==> config.mk <==
export PLATFORM = sky130hd
export DESIGN_NAME = ham6_planar_pixel_decoder_core_flat
export DESIGN_NICKNAME = d
export VERILOG_FILES = /design/src/rtl/ham6_pkg.sv /design/src/rtl/ham6_item_if.sv /design/src/rtl/ham6_pix_decode.sv /design/src/rtl/ham6_planar_pixel_decoder_core.sv /design/src/flat_wrapper.sv
export SDC_FILE = /design/constraint.sdc
export NUM_CORES = 1
export LEC_CHECK = 0
export BUFFER_PORTS_ARGS = -buffer_cell sky130_fd_sc_hd__buf_2
export CAP_MARGIN = 20
export CORE_MARGIN = 5
export CORE_UTILIZATION = 25
export CTS_BUF_LIST = sky130_fd_sc_hd__clkbuf_4 sky130_fd_sc_hd__clkbuf_8
export DETAILED_ROUTE_END_ITERATION = 6
export PLACE_DENSITY = 0.38
export SYNTH_ARGS = -nofsm -noshare
export SYNTH_HDL_FRONTEND = slang
export SYNTH_SLANG_ARGS = --single-unit
==> constraint.sdc <==
create_clock -name clk -period 6.1 [get_ports clk]
set_input_delay 1.22 -clock clk [delete_from_list [all_inputs] [get_ports clk]]
set_output_delay 1.22 -clock clk [all_outputs]
set_load 0.02 [all_outputs]
==> src/rtl/ham6_pkg.sv <==
// Shared types and constants for the HAM6 planar pixel decoder.
`default_nettype none

package ham6_pkg;

    localparam int PIXELS_PER_ITEM = 8;
    localparam int PIX_IDX_W       = $clog2(PIXELS_PER_ITEM);
    localparam int RGB_W           = 12;
    localparam int NIBBLE_W        = 4;
    localparam int PAL_DEPTH       = 16;
    localparam int PAL_IDX_W       = $clog2(PAL_DEPTH);

    localparam logic [RGB_W-1:0] MASK_RGB = 12'hFFF;
    localparam logic [RGB_W-1:0] KEEP_RG  = 12'hFF0;
    localparam logic [RGB_W-1:0] KEEP_GB  = 12'h0FF;
    localparam logic [RGB_W-1:0] KEEP_RB  = 12'hF0F;

    // Item operation codes
    typedef enum logic {
        OP_PALETTE = 1'b0,
        OP_PIXELS  = 1'b1
    } op_t;

    // Per-pixel hold-and-modify control codes
    typedef enum logic [1:0] {
        CTRL_PALETTE = 2'd0,
        CTRL_BLUE    = 2'd1,
        CTRL_RED     = 2'd2,
        CTRL_GREEN   = 2'd3
    } ctrl_t;

    typedef struct packed {
        logic                 op;
        logic [PAL_IDX_W-1:0] palette_index;
        logic [RGB_W-1:0]     palette_color;
        logic                 row_start;
        logic [7:0]           plane_byte_0;
        logic [7:0]           plane_byte_1;
        logic [7:0]           plane_byte_2;
        logic [7:0]           plane_byte_3;
        logic [7:0]           plane_byte_4;
        logic [7:0]           plane_byte_5;
    } item_t;

    typedef struct packed {
        logic [RGB_W-1:0] rgb_color;
        logic             last_pixel;
    } result_t;

endpackage

`default_nettype wire

==> src/rtl/ham6_item_if.sv <==
// Valid/ready channel interfaces for decoder items and pixel results.
`default_nettype none

interface ham6_item_if;
    logic              valid;
    logic              ready;
    ham6_pkg::item_t   data;

    modport source (output valid, output data, input ready);
    modport sink   (input valid, input data, output ready);
endinterface

interface ham6_result_if;
    logic              valid;
    logic              ready;
    ham6_pkg::result_t data;

    modport source (output valid, output data, input ready);
    modport sink   (input valid, input data, output ready);
endinterface

`default_nettype wire

==> src/rtl/ham6_pix_decode.sv <==
// Hold-and-modify decode of one 6-bit pixel against the held colour.
`default_nettype none

module ham6_pix_decode (
    input  var ham6_pkg::ctrl_t                   ctrl,
    input  var logic [ham6_pkg::NIBBLE_W-1:0]     data,
    input  var logic [ham6_pkg::RGB_W-1:0]        held,
    input  var logic [ham6_pkg::RGB_W-1:0]        pal_color,
    output logic [ham6_pkg::RGB_W-1:0]            color
);

    // Pick palette entry or replace one channel of the held colour
    always_comb
    begin
        unique case (ctrl)
            ham6_pkg::CTRL_PALETTE:
                color = pal_color & ham6_pkg::MASK_RGB;
            ham6_pkg::CTRL_BLUE:
                color = (held & ham6_pkg::KEEP_RG) | {8'd0, data};
            ham6_pkg::CTRL_RED:
                color = (held & ham6_pkg::KEEP_GB) | {data, 8'd0};
            ham6_pkg::CTRL_GREEN:
                color = (held & ham6_pkg::KEEP_RB) | {4'd0, data, 4'd0};
            default:
                color = held;
        endcase
    end

endmodule

`default_nettype wire

==> src/rtl/ham6_planar_pixel_decoder_core.sv <==
// Top level of the HAM6 planar pixel decoder: item slot, palette and result register.
//
// Usage:
//   item   (sink)  : one beat is a palette write (op = 0) or six plane bytes (op = 1).
//   result (source): one beat per decoded pixel, rgb_color plus last_pixel.
//   A palette write updates the 16-entry palette on acceptance and yields no beat.
//   A pixel item is latched into an item slot and emits eight beats, leftmost
//   pixel first; last_pixel marks the eighth.
//   The first pixel beat passes through the item slot and then the result register.
//   The next item is accepted in the cycle the eighth pixel is decoded, so
//   pixel items stream without gaps. A palette write is accepted only while
//   the slot is empty or in the cycle the eighth pixel is decoded.
//   A stall on result holds the result register and freezes decoding; the
//   item slot stays full and item.ready stays low until the last pixel moves.
//   Reset clears the held colour to zero and empties the slot and the result
//   register. Palette contents are undefined until written.
`default_nettype none

module ham6_planar_pixel_decoder_core (
    input  var logic       clk,
    input  var logic       rst_n,
    ham6_item_if.sink      item,
    ham6_result_if.source  result
);

    localparam int RGB_W = ham6_pkg::RGB_W;
    localparam int IDX_W = ham6_pkg::PIX_IDX_W;

    ham6_pkg::item_t          item_reg;
    logic                     busy_reg, busy_next;
    logic [IDX_W-1:0]         pix_reg, pix_next;
    logic [RGB_W-1:0]         held_reg, held_next;
    logic [RGB_W-1:0]         palette_reg [ham6_pkg::PAL_DEPTH];
    logic                     out_valid_reg, out_valid_next;
    ham6_pkg::result_t        out_reg;

    logic                     advance;
    logic                     last;
    logic                     accept;
    logic [IDX_W-1:0]         pos;
    logic [ham6_pkg::NIBBLE_W-1:0] data;
    ham6_pkg::ctrl_t          ctrl;
    logic [RGB_W-1:0]         base;
    logic [RGB_W-1:0]         color;

    // Handshake and pixel select
    always_comb
    begin
        advance    = busy_reg && (!out_valid_reg || result.ready);
        last       = (pix_reg == IDX_W'(ham6_pkg::PIXELS_PER_ITEM - 1));
        item.ready = !busy_reg || (advance && last);
        accept     = item.valid && item.ready;
        pos        = IDX_W'(ham6_pkg::PIXELS_PER_ITEM - 1) - pix_reg;
        data       = {item_reg.plane_byte_3[pos], item_reg.plane_byte_2[pos],
                      item_reg.plane_byte_1[pos], item_reg.plane_byte_0[pos]};
        ctrl       = ham6_pkg::ctrl_t'({item_reg.plane_byte_5[pos],
                                        item_reg.plane_byte_4[pos]});
        base       = (pix_reg == '0 && item_reg.row_start)
                     ? (palette_reg[0] & ham6_pkg::MASK_RGB) : held_reg;
    end

    ham6_pix_decode u_decode (
        .ctrl      (ctrl),
        .data      (data),
        .held      (base),
        .pal_color (palette_reg[data]),
        .color     (color)
    );

    // Next-state for slot, pixel counter, held colour and result valid
    always_comb
    begin
        busy_next      = busy_reg;
        pix_next       = pix_reg;
        held_next      = held_reg;
        out_valid_next = out_valid_reg;
        if (result.ready)
        begin
            out_valid_next = 1'b0;
        end
        if (advance)
        begin
            out_valid_next = 1'b1;
            held_next      = color;
            pix_next       = pix_reg + 1'b1;
            if (last)
            begin
                busy_next = 1'b0;
                pix_next  = '0;
            end
        end
        if (accept && item.data.op == ham6_pkg::OP_PIXELS)
        begin
            busy_next = 1'b1;
            pix_next  = '0;
        end
    end

    // Control registers
    always_ff @(posedge clk or negedge rst_n)
    begin
        if (!rst_n)
        begin
            busy_reg      <= 1'b0;
            pix_reg       <= '0;
            held_reg      <= '0;
            out_valid_reg <= 1'b0;
        end
        else
        begin
            busy_reg      <= busy_next;
            pix_reg       <= pix_next;
            held_reg      <= held_next;
            out_valid_reg <= out_valid_next;
        end
    end

    // Payload registers: item slot, result beat, palette
    always_ff @(posedge clk)
    begin
        if (accept && item.data.op == ham6_pkg::OP_PIXELS)
        begin
            item_reg <= item.data;
        end
        if (accept && item.data.op == ham6_pkg::OP_PALETTE)
        begin
            palette_reg[item.data.palette_index] <=
                item.data.palette_color & ham6_pkg::MASK_RGB;
        end
        if (advance)
        begin
            out_reg.rgb_color  <= color;
            out_reg.last_pixel <= last;
        end
    end

    assign result.valid = out_valid_reg;
    assign result.data  = out_reg;

endmodule

`default_nettype wire
==> src/flat_wrapper.sv <==
// flat-port wrapper written by rule: the top's interface ports become plain ports
module ham6_planar_pixel_decoder_core_flat 
  (clk, rst_n, item_valid, item_data, item_ready, result_valid, result_data, result_ready);
  ham6_item_if item_i ();
  ham6_result_if result_i ();
  input  var logic clk;
  input  var logic rst_n;
  input wire logic [$bits(item_i.valid)-1:0] item_valid;
  input wire logic [$bits(item_i.data)-1:0] item_data;
  output wire logic [$bits(item_i.ready)-1:0] item_ready;
  output wire logic [$bits(result_i.valid)-1:0] result_valid;
  output wire logic [$bits(result_i.data)-1:0] result_data;
  input wire logic [$bits(result_i.ready)-1:0] result_ready;
  assign item_i.valid = item_valid;
  assign item_i.data = item_data;
  assign item_ready = item_i.ready;
  assign result_valid = result_i.valid;
  assign result_data = result_i.data;
  assign result_i.ready = result_ready;
  ham6_planar_pixel_decoder_core u_core (.clk(clk), .rst_n(rst_n), .item(item_i), .result(result_i));
endmodule
After elaboration in Yosys (flattened, before gate mapping)
Memory sizes are Yosys's and may differ from the RTL's.
Index checks and enable logic that the tools add are counted.

storage, ports and cells
  register bits after elaboration = 79
  bits in latches = 0
  memory bits (writable) = 192
  bits in read-only memories = 0
  output and inout bits = 15
  memories kept = 1

cells by class
  add/sub/neg operators = 2
  multiply operators = 0
  divide/modulo/power cells = 0
  order comparisons = 1
  eq/ne operators = 4
  shifts and indexed selects = 0
  mux-type cells = 24
  bitwise gates (word level) = 4
  reduce and logical (&&, ||, !) cells = 16

memory list
  name                words  width  rd ports  clocked after Yosys merged registers in  write ports  RTL line                              text
  u_core.palette_reg  16     12     2         0                                        1            ham6_planar_pixel_decoder_core.sv:33  logic [RGB_W-1:0] palette_reg [ham6_pkg::PAL_DEPTH];

operators with widths
  kind                                                         count
  case mux 12 bit (4 select lines)                             1
  binary-select mux 1 bit (select 3 bit)                       6
  two-way mux 1 bit                                            13
  two-way mux 12 bit                                           1
  bitwise OR 12 x 4 -> 12 bit                                  1
  bitwise OR 12 x 8 -> 12 bit                                  1
  bitwise OR 8 x 12 -> 12 bit                                  1
  two-way mux 3 bit                                            3
  logical AND 1 bit                                            6
  nonzero test 2 bit                                           3
  == test 2 bit (second input constant)                        2
  less-than comparator 3 x 4 -> 1 bit (second input constant)  1
  adder 3 x 1 -> 3 bit (second input constant)                 1
  == test 3 bit (second input constant)                        1
  zero test 3 bit                                              1
  subtractor 3 bit (first input constant)                      1
  == test 2 x 1 -> 1 bit (second input constant)               1
  zero test 1 bit                                              2
  zero test 2 bit                                              1
  logical OR 1 bit                                             2
  AND reduction 2 bit                                          1
  NOT 1 bit                                                    1

Logic depth before layout (Yosys ltp)
Gate-level depths: netlist (run 1).

  depth in word-level cells = 9
  gate-level depth with buffers = 11
  gate-level depth less buffers = 8

By module
Synthesis (run 1) repeated with hierarchy kept, for this count alone.

unflattened totals
  cells, all modules = 520
  area, all modules = 10770.3 um^2

by module, submodules not included
  module                          times used  cells each  area an instance (um^2)  seq. area each (um^2)
  ham6_planar_pixel_decoder_core  1           480         10462.5                  8052.7
  ham6_pix_decode                 1           40          307.8                    0.0

Least setup slack after synthesis (run 1)
No wires, ideal clock.

  path type = input -> register
  start = input result_ready
  end = register u_core.item_reg[0] (netlist name) (enable)
  library setup time = 0.477 ns
  arrival = 3.944 ns
  data required time = 5.623 ns
  path slack = 1.679 ns
  stages = 3
  path through = nand2b_1 -> nand2_1 -> a21oi_1

between the ends
  word-level cells in the longest chain between the ends = 6

RTL lines
  item                    RTL line                               text
  start: declaration      flat_wrapper.sv:13                     input wire logic [$bits(result_i.ready)-1:0] result_ready;
  logical OR 1 bit        ham6_planar_pixel_decoder_core.sv:49   advance = busy_reg && (!out_valid_reg || result.ready);
  logical AND 1 bit       ham6_planar_pixel_decoder_core.sv:49
  logical AND 1 bit       ham6_planar_pixel_decoder_core.sv:51   item.ready = !busy_reg || (advance && last);
  logical OR 1 bit        ham6_planar_pixel_decoder_core.sv:51
  logical AND 1 bit       ham6_planar_pixel_decoder_core.sv:52   accept = item.valid && item.ready;
  logical AND 1 bit       ham6_planar_pixel_decoder_core.sv:121  if (accept && item.data.op == ham6_pkg::OP_PIXELS)
  end signal: assignment  ham6_planar_pixel_decoder_core.sv:123  item_reg <= item.data;
  end: declaration        ham6_planar_pixel_decoder_core.sv:29   ham6_pkg::item_t item_reg;

Every way passes these cells.
A chain may end at the register's enable or synchronous reset.

Worst setup path in the final report (run 1)
  start = register u_core.pix_reg[1]
  end = register u_core.held_reg[10]

between the ends
  word-level cells in the longest chain between the ends = 5
  elaborated cells between the ends (all ways) = 25

RTL lines
  item                                                             RTL line                                                                    text
  start: declaration                                               ham6_planar_pixel_decoder_core.sv:31                                        logic [IDX_W-1:0] pix_reg, pix_next;
  start signal: assignment                                         ham6_planar_pixel_decoder_core.sv:112                                       pix_reg <= pix_next;
  subtractor 3 bit / zero test 3 bit (equally long branches)       ham6_planar_pixel_decoder_core.sv:53, ham6_planar_pixel_decoder_core.sv:58
  binary-select mux 1 bit (select 3 bit) (tied with other cells)   ham6_planar_pixel_decoder_core.sv:54                                        data = {item_reg.plane_byte_3[pos], item_reg.plane_byte_2[pos],
  two-way mux 1 bit (implied by the code) (tied with other cells)  ham6_planar_pixel_decoder_core.sv:54
  memory read (16 x 12 bit) (tied with other cells)                n/a
  case mux 12 bit (4 select lines) *                               ham6_pix_decode.sv:15                                                       unique case (ctrl)
  named net u_core.color[10]                                       ham6_planar_pixel_decoder_core.sv:44                                        logic [RGB_W-1:0] color;
  end signal: assignment                                           ham6_planar_pixel_decoder_core.sv:113                                       held_reg <= held_next;
  end: declaration                                                 ham6_planar_pixel_decoder_core.sv:32                                        logic [RGB_W-1:0] held_reg, held_next;

The timed path passes the listed nets; every way through them passes the cells marked *. The select of a mux whose other input is x is not followed.

==> run_results.csv, run 1 <==
group,metric,value,unit
floorplan,ioPinCount,85,
sta,achievable-frequency,248.7,MHz
worst_hold_path,min_from,"u_core.held_reg[0]$_DFFE_PN0P_",
route,drt_drc_violations_left,0,
floorplan,area_of_the_die,48510,sq um
critical_path,timing.critical_path.from_type,"flip-flop",
global_route,grt_overflow,0,
critical_path,rr_startpoint,"u_core.pix_reg[1]$_DFFE_PN0P_",
critical_path,worst_setup_path_end_kind,"flip-flop",
clock_tree,cts.clk_slew.worst_paths,0.06,ns
logic_synthesis,synthMostInstantiatedCell,"sky130_fd_sc_hd__edfxtp_1",
finish,antenna_cells,0,
sta,setup_repair_after_global_routing_missed_its_margin,"false",
critical_path,timing.setup.critical_path_class,"flip-flop to flip-flop",
finish,final_layout_size_suffix_gt1_frac,0.2859,
logic_synthesis,synth-edff-count,254,
placed_design,hpwlAfterDp,19070,um
critical_path,worstPathArrival,4.56,ns
route,routed_via_count,6098,
sta,finalClockSkew,0.02316,ns
critical_path,r2r_setup_slack,2.08,ns
clock_tree,post-cts-setup-buffer-count,0,
power_and_ir_drop,pwr-share-clk,0.275,
route,per_cell_routed_wire_length,21.16,um
job,max_cap_violations,0,
finish,filler_cell_count,4415,
critical_path,critical_path_cell_count,8,
finish,syn2layout_area_growth,20.02,%
critical_path,r2r.worst_path.cells,8,
placed_design,numPortBuffers,84,
power_and_ir_drop,leakage,4.772,nW
critical_path,cp-endpoint,"u_core.held_reg[10]$_DFFE_PN0P_",
power_and_ir_drop,worst_ir_drop_vdd,224.2,uV
global_route,grtUsageTotal,0.1224,
clock_tree,cts_tree,"yes",
critical_path,critical_path.top_delay_family,"multiplexers",
global_route,grt_start_max_net_pins,37,
critical_path,critical_path.n_buffers_inverters,1,
sta,timing.setup.tns,0,ns
sta,tightest_slew,1.093,ns
clock_tree,clock_tree.buffer_depth,3,
power_and_ir_drop,power.share.sequential,0.374,
logic_synthesis,synth_top_flop_cell,"sky130_fd_sc_hd__edfxtp_1",
finish,number_of_flip_flops_in_the_largest_register,192,
sta,fin_crit_share,0.6592,
clock_tree,cts_root_buffer,"sky130_fd_sc_hd__clkbuf_8",
power_and_ir_drop,power_total,6.168,mW
route,detail_route.first_pass.iterations,4,
floorplan,start_util,0.2516,
critical_path,cp_cell_sequence,"mux4_2, mux2i_4, buf_4, mux2i_1, a221oi_1, o21ai_1, nand3_1, mux2_2",
route,wirelength,29480,um
logic_synthesis,yosys_warnings,0,
clock_tree,post_cts_resize_count,0,
logic_synthesis,netlist-cell-type-count,43,
global_route,number_of_global_route_vias_before_repair,6698,
power_and_ir_drop,net_switching_share_of_the_total_power,0.3473,
logic_synthesis,yosysTopAreaCellShare,0.6901,
power_and_ir_drop,power-per-cell-area,465.0,nW/um^2
critical_path,cpMaxStageDelayCell,"sky130_fd_sc_hd__dfrtp_1",
finish,stdcell_area,13260,sq um
route,remaining_antenna_violation_count,0,
logic_synthesis,synth_seq_cells,271,
floorplan,floorplan.die.width,220.3,um
route,drt-vias-per-instance,4.378,
critical_path,crit_required,6.64,ns
floorplan,core.rowCount,77,
clock_tree,cts.sink_count,271,
placed_design,place.gp.congestion,0.7286,
route,drt-initial-drc-count,361,
power_and_ir_drop,p_int,4.026,mW
logic_synthesis,proportion_of_synthesized_chip_area_in_sequential_cells,0.7286,
power_and_ir_drop,power_switching,2.142,mW
critical_path,timing.critical_path.slowest_cell_delay,0.90,ns
global_route,grt_pass1_wl,43260,um
logic_synthesis,synthCells,640,
power_and_ir_drop,comb_power_share,0.351,
floorplan,die-height,220.3,um
clock_tree,clock_latency,0.61,ns
sta,final.min_clock_period,4.021,ns
logic_synthesis,biggest_area_consumer_among_synthesized_cells,"sky130_fd_sc_hd__edfxtp_1",
clock_tree,h-tree-depth,2,
floorplan,coreArea,43930,sq um
placed_design,placed_area,12270,sq um
sta,finalHoldViolCount,0,
logic_synthesis,synth.top_cells.by_count,"254 x sky130_fd_sc_hd__edfxtp_1, 134 x sky130_fd_sc_hd__mux2i_1, 37 x sky130_fd_sc_hd__nand2_1, 29 x sky130_fd_sc_hd__nor2_1",
clock_tree,cts_hold_buffers,0,
clock_tree,cts_inserted_buffers,47,
sta,slew_headroom,0.2558,
critical_path,max_fo_critical_path,36,
logic_synthesis,ys_async_sr_fraction,0.06273,
logic_synthesis,post_synth.cell_area_avg,17.27,sq um
sta,timing.final.max_slew_violations,0,
status,outcome,"complete, no violations",
worst_hold_path,timing.hold.worst.class,"flip-flop to flip-flop",
finish,finish.net_count,837,
sta,setup_viol_count_final,0,
critical_path,timing.critical_path.from,"u_core.pix_reg[1]$_DFFE_PN0P_",
critical_path,worstReg2RegEnd,"u_core.held_reg[10]$_DFFE_PN0P_",
logic_synthesis,syn-cell-area,11050,sq um
global_route,number_of_antenna_violations_at_the_first_check_in_global_routing,0,
logic_synthesis,synth_fp_nets,713,
logic_synthesis,yosys-top-cells-area,"sky130_fd_sc_hd__edfxtp_1 69%, sky130_fd_sc_hd__mux2i_1 12%, sky130_fd_sc_hd__dfrtp_1 3.8%",
==> how the worst min path moves through the flow <==
stage	endpoint	slack (ns)	depth (start not counted)
after floorplan	u_core.held_reg[11]$_DFFE_PN0P_	0.47	1
after global placement	u_core.held_reg[1]$_DFFE_PN0P_	0.49	1
after detailed placement	u_core.held_reg[11]$_DFFE_PN0P_	0.50	1
after CTS	u_core.held_reg[11]$_DFFE_PN0P_	0.52	1
after global routing	u_core.held_reg[10]$_DFFE_PN0P_	0.53	1
final	u_core.held_reg[0]$_DFFE_PN0P_	0.51	1
==> cell usage in the layout, fill, tap and decap left out, drive strengths merged, types with 2 or more instances in the layout <==
cell type,Yosys,layout
edfxtp,254,254
mux2i,134,134
buf,27,105
clkbuf,3,66
nand2,37,37
nor2,30,30
nand3,17,17
dfrtp,17,17
mux2,16,16
clkinv,0,16
mux4,12,12
a21oi,10,10
o22a,8,8
o21ai,8,8
a22oi,6,6
a221oi,6,6
inv,5,6
nor3,6,6
nand2b,5,5
nand3b,4,4
a32oi,4,4
o2111ai,4,4
o22ai,3,3
a22o,3,3
ha,3,3
a211oi,3,3
nor2b,2,2
and2,2,2
a31oi,2,2
o211ai,2,2
o21a,2,2
bufinv,0,2
==> metrics by stage <==
| stage | utilization | std cells | setup WS, ns | hold slack, ns |
|---|---|---|---|---|
| floorplan | - | 640 | 1.679 | 0.4750 |
| global placement | 0.2781 | 1302 | 1.745 | 0.4894 |
| detailed placement | 0.2793 | 1305 | 2.009 | 0.5038 |
| CTS | 0.3012 | 1391 | 1.975 | 0.5170 |
| global route | 0.3019 | 1393 | 1.778 | 0.5308 |
| finish | 0.3019 | 1393 | 2.079 | 0.5131 |
==> cells by family (layout without fill, tap and decap cells) <==
logic type | count (synthesis) | count (layout) | synth area share
fa+ha+maj | 3 | 3 | 0.003397
buf+inv | 35 | 196 | 0.02060
mux | 162 | 162 | 0.1621
compound gates | 64 | 64 | 0.04279
flops | 271 | 271 | 0.7286
simple gates | 105 | 105 | 0.04245
==> metal layers <==
layer,GRT usage,vias to the layer above,wire [um],share of wire
met5,0,-,0,0
li1,-,2789,-,-
met2,0.2159,124,15170,0.51
met3,0.02668,47,1427,0.048
met1,0.1472,3138,12160,0.41
met4,0.04431,0,728,0.025
==> layout make-up <==
| cell class | count | area [sq um] | share of cell area |
|---|---|---|---|
| inverter | 5 | 18.77 | 0.001415 |
| clock buffer | 66 | 820.8 | 0.06188 |
| clock inverter | 20 | 142.6 | 0.01075 |
| multi-input combinational | 334 | 2873 | 0.2166 |
| timing repair buffer | 105 | 615.6 | 0.04641 |
| sequential | 271 | 8053 | 0.6071 |
| tap | 592 | 740.7 | 0.05584 |
==> power by group through the flow <==
stage	registers, mW	clock network, mW	logic, mW
floorplan	2.34	0	1.58
global placement	2.35	0	2.19
detailed placement	2.35	0	2.20
CTS	2.31	1.77	2.21
global route	2.33	1.85	2.35
finish	2.31	1.70	2.16
(Power assumes the default switching activity.)
==> run 2, diff against run 1 <==
PLACE_DENSITY = 0.39   (was 0.38)
clock period = 3.45 ns   (was 6.1 ns; I/O delays follow)
==> run 2 against run 1 <==
  * Clock skew is 0.0049 ns higher
  * Die area is the same
  * Routed wire length decreased by 1.6%
  * Non-clock buffer count up 18
  * Fmax grew 29%
  * Critical path type unchanged
  * Largest cell class unchanged
==> run_results.csv, run 2 (synthesis gave the netlist of run 1 again) <==
group,metric,value,unit
status,outcome,"complete, no violations",
worst_hold_path,timing.hold.worst.class,"input port to async pin",
floorplan,start_util,0.2516,
critical_path,timing.critical_path.from_type,"flip-flop",
placed_design,hpwlAfterDp,19880,um
critical_path,critical_path.top_delay_family,"simple AND/OR/NAND/NOR gates",
critical_path,crit_required,3.75,ns
power_and_ir_drop,power.share.sequential,0.362,
sta,slew_headroom,0.5368,
placed_design,numPortBuffers,84,
power_and_ir_drop,pwr-share-clk,0.275,
critical_path,timing.critical_path.slowest_cell_delay,0.52,ns
finish,syn2layout_area_growth,21.65,%
clock_tree,cts_root_buffer,"sky130_fd_sc_hd__clkbuf_8",
route,per_cell_routed_wire_length,20.47,um
floorplan,floorplan.die.width,220.3,um
power_and_ir_drop,worst_ir_drop_vdd,358.1,uV
clock_tree,h-tree-depth,2,
power_and_ir_drop,power_switching,3.800,mW
route,remaining_antenna_violation_count,0,
critical_path,cpMaxStageDelayCell,"sky130_fd_sc_hd__nor2_1",
floorplan,ioPinCount,85,
finish,mostFrequentLayoutCells,"254 x sky130_fd_sc_hd__edfxtp_1, 130 x sky130_fd_sc_hd__mux2i_1, 84 x sky130_fd_sc_hd__buf_2",
critical_path,timing.setup.critical_path_class,"flip-flop to flip-flop",
critical_path,crit_path_frequent_cell,"sky130_fd_sc_hd__nand2_1",
floorplan,die-height,220.3,um
global_route,grt_pass1_wl,42950,um
route,detail_route.first_pass.iterations,4,
route,routed-wl-met2,14720,um
critical_path,worstPathArrival,3.42,ns
sta,setup_viol_count_final,0,
clock_tree,cts_inserted_buffers,48,
clock_tree,cts.sink_count,271,
critical_path,worst_setup_path_end_kind,"flip-flop",
clock_tree,cts_hold_buffers,0,
finish,final_layout_size_suffix_gt1_frac,0.2953,
clock_tree,cts.clk_slew.worst_paths,0.06,ns
critical_path,cp_cell_sequence,"buf_4, ha_1, ha_1, nand2_1, nand2_1, nand3b_1, nor2_1, nand2_1, nor2_1, buf_12",
sta,timing.final.max_slew_violations,0,
sta,timing.setup.tns,0,ns
job,max_cap_violations,0,
clock_tree,clock_latency,0.61,ns
finish,finish.net_count,856,
clock_tree,post_cts_resize_count,0,
global_route,number_of_global_route_vias_before_repair,6782,
power_and_ir_drop,power-per-cell-area,827.2,nW/um^2
floorplan,core.rowCount,77,
sta,final.min_clock_period,3.120,ns
route,drt_drc_violations_left,0,
critical_path,max_fo_critical_path,11,
sta,setup_repair_after_global_routing_missed_its_margin,"false",
route,route.top_layer_used,"met4",
power_and_ir_drop,comb_power_share,0.363,
global_route,grt_start_max_net_pins,53,
power_and_ir_drop,p_int,7.320,mW
route,drt-vias-per-instance,4.310,
sta,hold-worst-slack,0.08306,ns
clock_tree,cts_tree,"yes",
placed_design,place.gp.congestion,0.7715,
finish,final_common_cell,"sky130_fd_sc_hd__edfxtp_1",
floorplan,coreArea,43930,sq um
route,routed_via_count,6107,
global_route,grtUsageTotal,0.1209,
clock_tree,clock_tree.buffer_depth,3,
route,wirelength,29000,um
power_and_ir_drop,leakage,4.892,nW
critical_path,critical_path.n_buffers_inverters,2,
global_route,number_of_antenna_violations_at_the_first_check_in_global_routing,2,
sta,fin_crit_share,0.9042,
sta,finalClockSkew,0.02808,ns
clock_tree,post-cts-setup-buffer-count,0,
floorplan,area_of_the_die,48510,sq um
power_and_ir_drop,net_switching_share_of_the_total_power,0.3417,
finish,number_of_flip_flops_in_the_largest_register,192,
sta,finalHoldViolCount,0,
route,met3WireLength,1568,um
sta,tightest_slew,0.6949,ns
global_route,grt_overflow,0,
sta,achievable-frequency,320.6,MHz
route,met1_length,12100,um
route,drt-initial-drc-count,363,
run 2: metrics by stage:
step,util,area (sq um),setup WS (ns),power (mW),instances
global route,0.3059,13440,0.02074,11.76,1415
CTS,0.3059,13440,0.2194,11.34,1415
finish,0.3060,13440,0.3304,11.12,1417
detailed placement,0.2833,12440,0.2764,8.198,1325
global placement,0.2833,12440,0.3722,8.168,1325
floorplan,-,11060,0.5445,6.918,640
run 2: cell type report:
type	instances	area, sq um
Antenna cell	2	5.005
Clock buffer	69	837.1
Clock inverter	21	157.7
Fill cell	4389	30490
Inverter	5	18.77
Multi-Input combinational cell	334	2844
Sequential cell	271	8053
Tap cell	592	740.7
Timing Repair Buffer	123	788.3
run 2: final timing paths:
check	from	end	slack, ns	depth (start not counted)
setup / recovery	u_core.pix_reg[1]$_DFFE_PN0P_	u_core.palette_reg[7][7]$_DFFE_PP_	0.33	10
hold / removal	rst_n	u_core.pix_reg[1]$_DFFE_PN0P_	0.08	1
setup reg to reg	u_core.pix_reg[1]$_DFFE_PN0P_	u_core.palette_reg[7][7]$_DFFE_PP_	0.33	10
hold reg to reg	u_core.held_reg[9]$_DFFE_PN0P_	u_core.held_reg[9]$_DFFE_PN0P_	0.51	1
max in group asynchronous	rst_n	u_core.held_reg[7]$_DFFE_PN0P_	2.95	1
min in group clk	item_data[23]	u_core.item_reg[23]$_DFFE_PP_	0.26	1
run 2: worst reg2reg max path: cells and delay by family (launching register included):
family / cells / cell delay [ns]
adders and majority gates: 2 / 0.45
buffers and inverters: 2 / 0.51
DFF: 1 / 0.49
and+or+nand+nor: 6 / 1.37
run 2: power groups by stage:
stage	sequential [mW]	combinational (mW)	clock [mW]
2_1_floorplan	4.13	2.79	0
3_3_place_gp	4.09	4.08	0
3_5_place_dp	4.09	4.11	0
4_1_cts	4.03	4.12	3.19
5_1_grt	4.05	4.38	3.33
6_report	4.03	4.04	3.06
run 2: per-layer routing:
metal	vias up	GRT usage
li1	2829	-
met1	3096	0.1493
met2	137	0.2084
met3	45	0.03119
met4	0	0.03724
met5	-	0
==> run 3, diff against run 2 <==
CELL_PAD_IN_SITES_DETAIL_PLACEMENT = 1   (was default)
CELL_PAD_IN_SITES_GLOBAL_PLACEMENT = 1   (was default)
CORE_UTILIZATION = 30   (was 25)
GPL_TIMING_DRIVEN = 1   (was default)
PLACE_DENSITY = 0.51   (was 0.39)
==> run 3 against run 2 <==
  * Total power fell by 2.7%
  * Clock power fell by 9.5%
  * Critical path depth is 1 lower
  * Clock skew decreased by 0.0069 ns
  * Cell area decreased by 2.1%
  * Routed wire length up 0.42%
  * Flip-flop and latch count is the same
  * Hold slack gained 0.037 ns
  * Global-route usage increased by 2.1 points
  * Critical endpoint is now u_core.held_reg[1]$_DFFE_PN0P_
==> run_results.csv, run 3 (synthesis gave the netlist of run 1 again) <==
group,metric,value,unit
status,outcome,"complete, no violations",
route,per_cell_routed_wire_length,22.63,um
clock_tree,post-cts-setup-buffer-count,0,
global_route,number_of_antenna_violations_at_the_first_check_in_global_routing,0,
placed_design,hpwlAfterDp,20080,um
route,routed_via_count,6143,
critical_path,cp-endpoint,"u_core.held_reg[1]$_DFFE_PN0P_",
critical_path,r2r_setup_slack,0.45,ns
worst_hold_path,timing.hold.worst.class,"input port to async pin",
global_route,number_of_global_route_vias_before_repair,6997,
floorplan,die-height,201.9,um
sta,post-route-worst-setup-slack,0.4486,ns
route,drt-vias-per-instance,4.773,
sta,slew_headroom,0.5541,
clock_tree,post_cts_resize_count,0,
sta,fin_crit_share,0.8700,
clock_tree,cts.sink_count,271,
sta,finalHoldViolCount,0,
route,remaining_antenna_violation_count,0,
power_and_ir_drop,worst_ir_drop_vdd,423.8,uV
global_route,grtUsageTotal,0.1416,
route,detail_route.first_pass.iterations,4,
route,drt-initial-drc-count,258,
clock_tree,cts.clk_slew.worst_paths,0.07,ns
floorplan,core.rowCount,70,
clock_tree,cts_root_buffer,"sky130_fd_sc_hd__clkbuf_8",
sta,setup_repair_after_global_routing_missed_its_margin,"false",
finish,antenna_cells,0,
sta,setup_viol_count_final,0,
critical_path,crit_required,3.90,ns
global_route,grt_overflow,0,
power_and_ir_drop,leakage,4.858,nW
global_route,grt_pass1_wl,43660,um
route,wirelength,29120,um
route,drt_drc_violations_left,0,
critical_path,worst_setup_path_end_kind,"flip-flop",
sta,hold-worst-slack,0.1202,ns
placed_design,placed_cells,1205,
sta,finalClockSkew,0.02116,ns
critical_path,rr_startpoint,"u_core.pix_reg[1]$_DFFE_PN0P_",
clock_tree,cts_hold_buffers,0,
floorplan,area_of_the_die,40780,sq um
finish,final_layout_size_suffix_gt1_frac,0.2955,
critical_path,timing.setup.critical_path_class,"flip-flop to flip-flop",
finish,number_of_flip_flops_in_the_largest_register,192,
critical_path,worstPathArrival,3.45,ns
clock_tree,clock_latency,0.56,ns
floorplan,start_util,0.3026,
floorplan,coreArea,36520,sq um
floorplan,floorplan.die.width,201.9,um
sta,achievable-frequency,333.2,MHz
power_and_ir_drop,power-per-cell-area,821.6,nW/um^2
finish,finish.net_count,859,
critical_path,timing.critical_path.from,"u_core.pix_reg[1]$_DFFE_PN0P_",
critical_path,timing.critical_path.from_type,"flip-flop",
sta,timing.final.max_slew_violations,0,
critical_path,max_fo_critical_path,27,
sta,timing.setup.tns,0,ns
placed_design,numPortBuffers,84,
critical_path,worstReg2RegEnd,"u_core.held_reg[1]$_DFFE_PN0P_",
sta,tightest_slew,0.6673,ns
critical_path,r2r.worst_path.cells,9,
clock_tree,cts_inserted_buffers,47,
sta,final.min_clock_period,3.001,ns
global_route,grt_start_max_net_pins,48,
finish,mostFrequentLayoutCells,"254 x sky130_fd_sc_hd__edfxtp_1, 130 x sky130_fd_sc_hd__mux2i_1, 84 x sky130_fd_sc_hd__buf_2",
placed_design,dp_worst_setup_slack,0.4193,ns
placed_design,place.gp.congestion,0.7732,
clock_tree,cts_tree,"yes",
job,max_cap_violations,0,
floorplan,ioPinCount,85,
finish,syn2layout_area_growth,19.12,%
clock_tree,clock_tree.buffer_depth,3,
clock_tree,h-tree-depth,2,
finish,post_layout_nonfiller_instances,1287,
finish,final_common_cell,"sky130_fd_sc_hd__edfxtp_1",
-- run 3: cell count changes in the layout (fill, tap and decap cells not counted), sizes merged --
cell      delta
buf          +4
diode        -2
clkinv       -3
bufinv       -2
inv          -2
clkbuf       +1
clkinvlp     -2
-- run 3: power breakdown --
group	switching [mW]	internal, mW	total, mW	leakage [nW]
clock	1.24	1.53	2.77	0.479
combinational	2.33	1.67	4.00	1.89
sequential	0.154	3.89	4.05	2.49
-- run 3: routing by layer --
metal	wire length (um)	up-vias	global-route usage	part of all wire
met4	666	0	0.04541	0.023
met1	12560	3174	0.1760	0.43
met3	927	48	0.02888	0.032
met5	0	-	0	0
met2	14970	102	0.2480	0.51
li1	-	2819	-	-
-- run 3: area by class of cell --
class,count,area [sq um]
clock inverters,12,51.30
well taps,468,585.6
inverters,5,18.77
fillers,3699,23360
flip-flops and latches,271,8053
multi-input cells,334,2844
clock buffers,70,832.0
repair buffers,127,780.7
-- run 3: stage by stage --
step / area (sq um) / utilization / power (mW)
after floorplan: 11060 / - / 6.918
after global placement: 12280 / 0.3363 / 8.101
after detailed placement: 12280 / 0.3363 / 8.178
after CTS: 13170 / 0.3605 / 11.01
after global routing: 13170 / 0.3605 / 11.46
final: 13170 / 0.3605 / 10.82
-- run 3: worst min-delay path by stage --
stage	from	endpoint	slack, ns	cells past startpoint
finish	rst_n	u_core.pix_reg[1]$_DFFE_PN0P_	0.12	1
CTS	rst_n	u_core.pix_reg[1]$_DFFE_PN0P_	0.09	1
floorplan	rst_n	u_core.busy_reg$_DFFE_PN0P_	0.39	0
detailed placement	u_core.held_reg[0]$_DFFE_PN0P_	u_core.held_reg[0]$_DFFE_PN0P_	0.50	1
global placement	u_core.held_reg[1]$_DFFE_PN0P_	u_core.held_reg[1]$_DFFE_PN0P_	0.49	1
global route	rst_n	u_core.held_reg[9]$_DFFE_PN0P_	0.11	1
-- run 3: worst max-delay path, stage by stage, from the launching register on --
cell and delay [ns]:
sky130_fd_sc_hd__dfrtp_1 0.44, sky130_fd_sc_hd__buf_4 0.19, sky130_fd_sc_hd__mux4_2 0.51, sky130_fd_sc_hd__mux2_2 0.34, sky130_fd_sc_hd__buf_4 0.30, sky130_fd_sc_hd__mux2i_1 0.21
sky130_fd_sc_hd__mux2i_1 0.10, sky130_fd_sc_hd__a22oi_1 0.34, sky130_fd_sc_hd__nand3_1 0.15, sky130_fd_sc_hd__mux2_2 0.29
